===== src/rtl/page_frame_type_map_allocator_top_defines.svh =====
// Assertion macros shared by the page frame type map allocator modules.
`ifndef PAGE_FRAME_TYPE_MAP_ALLOCATOR_TOP_DEFINES_SVH
`define PAGE_FRAME_TYPE_MAP_ALLOCATOR_TOP_DEFINES_SVH

// Checked property, held off while reset is asserted.
`define PFTA_ASSERT(name, prop, msg) \
    name: assert property (@(posedge clk) disable iff (!rst_n) prop) else $error(msg);

// Checked property that also holds during reset.
`define PFTA_ASSERT_ALWAYS(name, prop, msg) \
    name: assert property (@(posedge clk) prop) else $error(msg);

`endif


===== src/rtl/pfta_pkg.sv =====
// Types and constants shared by the page frame type map allocator.
package pfta_pkg;

    localparam int CFG_W  = 17;
    localparam int ADDR_W = 32;

    localparam logic [CFG_W-1:0] TOTAL_PAGES_RESET  = 17'd65536;
    localparam logic [CFG_W-1:0] SEARCH_START_RESET = 17'd16384;

    localparam logic [1:0] PAGE_FREE   = 2'd0;
    localparam logic [1:0] PAGE_USER   = 2'd1;
    localparam logic [1:0] PAGE_SYSTEM = 2'd2;

    typedef enum logic [1:0] {
        OP_CLEAR    = 2'd0,
        OP_ALLOCATE = 2'd1,
        OP_MARK_SYS = 2'd2,
        OP_RELEASE  = 2'd3
    } op_t;

    typedef enum logic [1:0] {
        ST_OK        = 2'd0,
        ST_RANGE     = 2'd1,
        ST_UNALIGNED = 2'd2,
        ST_NONE      = 2'd3
    } status_t;

    typedef enum logic {
        REG_TOTAL_PAGES  = 1'b0,
        REG_SEARCH_START = 1'b1
    } reg_index_t;

    // Commands from the controller to the datapath.
    typedef struct packed {
        logic load;
        logic clear_step;
        logic alloc_step;
        logic mark_step;
        logic rel_read;
        logic rel_write;
    } pfta_cmd_t;

    // Status from the datapath to the controller.
    typedef struct packed {
        logic clear_last;
        logic walk_end;
        logic alloc_hit;
        logic alloc_miss;
        logic rel_go;
    } pfta_sts_t;

endpackage


===== src/rtl/pfta_ctrl.sv =====
// Controller state machine that sequences each operation over the page map.
`include "page_frame_type_map_allocator_top_defines.svh"

module pfta_ctrl
    import pfta_pkg::*;
(
    input  logic      clk,
    input  logic      rst_n,
    input  logic      start,
    input  logic [1:0] op,
    input  pfta_sts_t sts,
    output pfta_cmd_t cmd,
    output logic      busy,
    output logic      done
);

    typedef enum logic [7:0] {
        S_INIT   = 8'b0000_0001,
        S_IDLE   = 8'b0000_0010,
        S_CLEAR  = 8'b0000_0100,
        S_ALLOC  = 8'b0000_1000,
        S_MARK   = 8'b0001_0000,
        S_REL_RD = 8'b0010_0000,
        S_REL_WR = 8'b0100_0000,
        S_DONE   = 8'b1000_0000
    } state_t;

    state_t state_reg;
    state_t state_next;

    assign busy = (state_reg != S_IDLE);
    assign done = (state_reg == S_DONE);

    always_comb
    begin
        state_next = state_reg;
        cmd        = '0;
        unique case (state_reg)
            S_INIT:
            begin
                cmd.clear_step = 1'b1;
                if (sts.clear_last)
                begin
                    state_next = S_IDLE;
                end
            end
            S_IDLE:
            begin
                if (start)
                begin
                    cmd.load = 1'b1;
                    unique case (op_t'(op))
                        OP_CLEAR:    state_next = S_CLEAR;
                        OP_ALLOCATE: state_next = S_ALLOC;
                        OP_MARK_SYS: state_next = S_MARK;
                        OP_RELEASE:  state_next = S_REL_RD;
                        default:     state_next = S_IDLE;
                    endcase
                end
            end
            S_CLEAR:
            begin
                cmd.clear_step = 1'b1;
                if (sts.clear_last)
                begin
                    state_next = S_DONE;
                end
            end
            S_ALLOC:
            begin
                cmd.alloc_step = 1'b1;
                if (sts.alloc_hit || sts.alloc_miss)
                begin
                    state_next = S_DONE;
                end
            end
            S_MARK:
            begin
                cmd.mark_step = 1'b1;
                if (sts.walk_end)
                begin
                    state_next = S_DONE;
                end
            end
            S_REL_RD:
            begin
                // A release that failed its checks reports without touching the map.
                if (sts.rel_go)
                begin
                    cmd.rel_read = 1'b1;
                    state_next   = S_REL_WR;
                end
                else
                begin
                    state_next = S_DONE;
                end
            end
            S_REL_WR:
            begin
                cmd.rel_write = 1'b1;
                state_next    = S_DONE;
            end
            S_DONE:
            begin
                state_next = S_IDLE;
            end
            default:
            begin
                state_next = S_IDLE;
            end
        endcase
    end

    always_ff @(posedge clk or negedge rst_n)
    begin
        if (!rst_n)
        begin
            state_reg <= S_INIT;
        end
        else
        begin
            state_reg <= state_next;
        end
    end

    `PFTA_ASSERT(a_done_single, done |=> !done, "result strobe held longer than one cycle")
    `PFTA_ASSERT(a_start_busy, (start && !busy) |=> busy, "accepted item did not make block busy")
    `PFTA_ASSERT_ALWAYS(a_cmd_onehot0, $onehot0(cmd), "more than one datapath command at once")

endmodule


===== config.mk =====
export PLATFORM = sky130hd
export DESIGN_NAME = pfta_ctrl
export DESIGN_NICKNAME = d
export VERILOG_FILES = /design/src/rtl/pfta_pkg.sv /design/src/rtl/pfta_ctrl.sv
export VERILOG_INCLUDE_DIRS = /design/src /design/src/rtl
export SDC_FILE = /design/constraint.sdc
export NUM_CORES = 1
export LEC_CHECK = 0
export ABC_AREA = 1
export ABC_CLOCK_PERIOD_IN_PS = 1310
export BUFFER_PORTS_ARGS = -buffer_cell sky130_fd_sc_hd__buf_4
export CORE_AREA = 2 2 40 52
export DETAILED_ROUTE_END_ITERATION = 6
export DIE_AREA = 0 0 42 54
export SLEW_MARGIN = 20
export SYNTH_ARGS = -nofsm -noshare
export SYNTH_HDL_FRONTEND = slang
export SYNTH_SLANG_ARGS = --single-unit

===== constraint.sdc =====
create_clock -name clk -period 1.31 [get_ports clk]
set_input_delay 0.262 -clock clk [delete_from_list [all_inputs] [get_ports clk]]
set_output_delay 0.262 -clock clk [all_outputs]
set_load 0.1 [all_outputs]

==> run_results.csv <==
group,metric,value,unit
sta,slew_headroom,86.10,%
place,hpwl,1228,µm
sta,fin_skew,0.005779,ns
setup_path,path_max_fanout,3,
floorplanning,die_w,42,µm
pwr,leakage,0.6385,nW
setup_path,endpoint_kind,"output pin",
sta,min_period_over_period,129.6,%
min_path,hold_path_depth,4,
setup_path,critPathMaxStageDelay,0.42,ns
logic_synthesis,synth-seq-cells,8,
outcome,violations,"setup timing",
global_routing,grt_usage,15.16,%
global_routing,antenna_found_initial,0,
floorplanning,rows,18,
sta,fin_crit,1.697,ns
routing,drtIter0Drc,0,
min_path,min-delay-start,"op[1]",
job,cap_violations,0,
layout,area_growth,123.4,%
cts,htree_num_levels,1,
logic_synthesis,synth.net_count,102,
outcome,status,"finished, violations left",
layout,nNetsFinal,150,
floorplanning,ios,18,
cts,insertion_delay,0.25,ns
routing,routed_wl,1797,µm
sta,rsz0062_at_grt,"yes",
logic_synthesis,synth-warning-count,0,
layout,final_cell_mix,"21 x buf_4, 16 x nor2_4, 13 x buf_6",
routing,drc,0,
logic_synthesis,syn_inst,92,
floorplanning,die_y,54,µm
setup_path,worst-setup-path-type,"register to output pin",
sta,fmax,589.2,MHz
routing,wire_per_inst,11.30,µm
floorplanning,core_area,0.001824,mm²
layout,finish.utilization,73.25,%
pwr,ir_worst_vdd,2.255,mV
routing,dr.pass1.iters,1,
setup_path,rrSetupSlack,-0.21,ns
setup_path,reg2regPathDepth,11,
logic_synthesis,syn_area_per_cell,6.501,µm²
global_routing,overflow,0,
setup_path,cp-start-kind,"register",
sta,worstMarginPinSlew,0.2078,ns
logic_synthesis,syn_area,598.1,µm²
cts,numCtsBuffers,3,
sta,timing.final.ws_setup,-0.3871,ns
setup_path,crit_slowest_cell,"dfrtp_1",
min_path,hold_end,"state_reg[3]",
logic_synthesis,yosys-top-cells-area,"dfrtp_1 29%, nand2_1 12%, nor2_1 12%",
setup_path,path_cells,"nor2_4 -> nand2_4 -> inv_2 -> nand4_1 -> nor2_4 -> buf_12",
routing,via_count,730,
setup_path,rr_startpoint,"state_reg[3]",
layout,fin_cells,159,
logic_synthesis,yosysTopAreaCellShare,29.29,%
floorplanning,die_area,0.002268,mm²
place,dp.cells,145,
min_path,min_path_type,"input port to register",
cts,cts_tree,"yes",
setup_path,worstPathRequired,1.05,ns
cts,path_clk_slew,0.05,ns
global_routing,grt_pass1_wl,2504,µm
global_routing,grt_max_degree,9,
setup_path,path_common_cell,"nor2_4",
floorplanning,start_util,32.78,%
cts,clockBufferDepth,2,
layout,drive_above_1_share,66.19,%
layout,final_common_cell,"buf_4",
logic_synthesis,synth-seq-area-share,33.68,%
routing,viasPerCell,4.591,
cts,cts.root.buffer_cell,"clkbuf_4",
pwr,p_per_area,2400,mW/mm²
sta,finalSetupViolCount,15,
logic_synthesis,yosys.cell_types.count,17,
setup_path,reg2reg_to,"state_reg[1]",
global_routing,grt_pass1_vias,648,
cts,cts_sinks,8,
layout,largest_register_ffs,8,
place,port-buffer-count,17,
setup_path,arrival,1.44,ns
layout,diodes,0,
logic_synthesis,yosys.area.top_type,"dfrtp_1",
place,gp_congestion,0.7240,
sta,drv_slew,0,
routing,ant_nets,0,
sta,hold_violations,0,
## Yosys cell counts
cell      number
nand2_1       19
nor2_1        19
inv_1         14
nand3_1        9
dfrtp_1        7
nor2_2         7
inv_2          3
nand3_2        3
nand2_4        2
nor3_1         2
clkinv_1       1
dfstp_2        1
inv_4          1
nand2_2        1
nand4_1        1
nor2_4         1
o21ai_1        1
## power breakdown
group | switching (mW) | internal, mW | total [mW] | leakage, nW
registers | 0.0832 | 0.312 | 0.395 | 0.104
logic | 1.52 | 1.10 | 2.62 | 0.520
clock network | 0.0756 | 0.116 | 0.192 | 0.0150
total | 1.68 | 1.53 | 3.21 | 0.638
## worst max path at each step
stage | cells past startpoint | start | to
6_report | 6 | state_reg[2] | cmd[1]
3_5_place_dp | 6 | state_reg[3] | cmd[1]
5_1_grt | 7 | state_reg[3] | cmd[4]
3_3_place_gp | 6 | state_reg[3] | cmd[1]
2_1_floorplan | 5 | state_reg[3] | cmd[1]
4_1_cts | 6 | state_reg[2] | cmd[1]
## area by class of cell
type / count / area [µm²]
Fill cell: 137 / 488.0
Clock buffer: 4 / 26.28
Tap cell: 20 / 25.02
Timing Repair Buffer: 43 / 474.2
Sequential cell: 8 / 201.4
Inverter: 19 / 80.08
Multi-Input combinational cell: 65 / 529.3
## per-layer routing
metal / GRT usage [%] / wire length (µm) / vias up / part of all wire [%]
li1: - / - / 372 / -
met1: 14.90 / 685 / 348 / 38
met2: 31.51 / 1073 / 8 / 60
met3: 1.007 / 19 / 2 / 1.1
met4: 8.065 / 19 / 0 / 1.1
met5: 0 / 0 / - / 0
## timing repair
item                                    CTS  global route
setup buffers                             7             7
gates resized for setup                  44            28
endpoints found under the hold margin     7             0
endpoints found under the setup margin   15            15
hold buffers                              1             0
pin swaps                                19            12
gates cloned                              0             0
## metrics by stage
step / TNS [ns] / setup slack [ns] / hold slack [ns] / area, µm² / total power [mW]
6_report: -3.188 / -0.3871 / 0.2948 / 1336 / 3.207
5_1_grt: -4.273 / -0.4522 / 0.3042 / 1336 / 3.391
4_1_cts: -2.756 / -0.3671 / 0.2745 / 1169 / 2.883
3_5_place_dp: -1.482 / -0.2107 / 0.08284 / 950.9 / 2.285
3_3_place_gp: -1.241 / -0.1820 / 0.08080 / 950.9 / 2.257
2_1_floorplan: -1.917 / -0.3773 / -0.03359 / 678.2 / 1.725
## cells by family (layout without fill, tap and decap cells)
| family | Yosys count | count (layout) | share of synthesized area (%) |
|---|---|---|---|
| buffers and inverters | 19 | 66 | 12.34 |
| DFF | 8 | 8 | 33.68 |
| and+or+nand+nor | 64 | 64 | 53.14 |
| AOI/OAI and AO/OA | 1 | 1 | 0.8360 |
## critical path, delay by kind of cell, from the launching register on
family,cells,cell delay (ns)
buf+inv,2,0.23
simple gates,4,0.54
flops,1,0.42
Power figures use the tool's default switching activity.
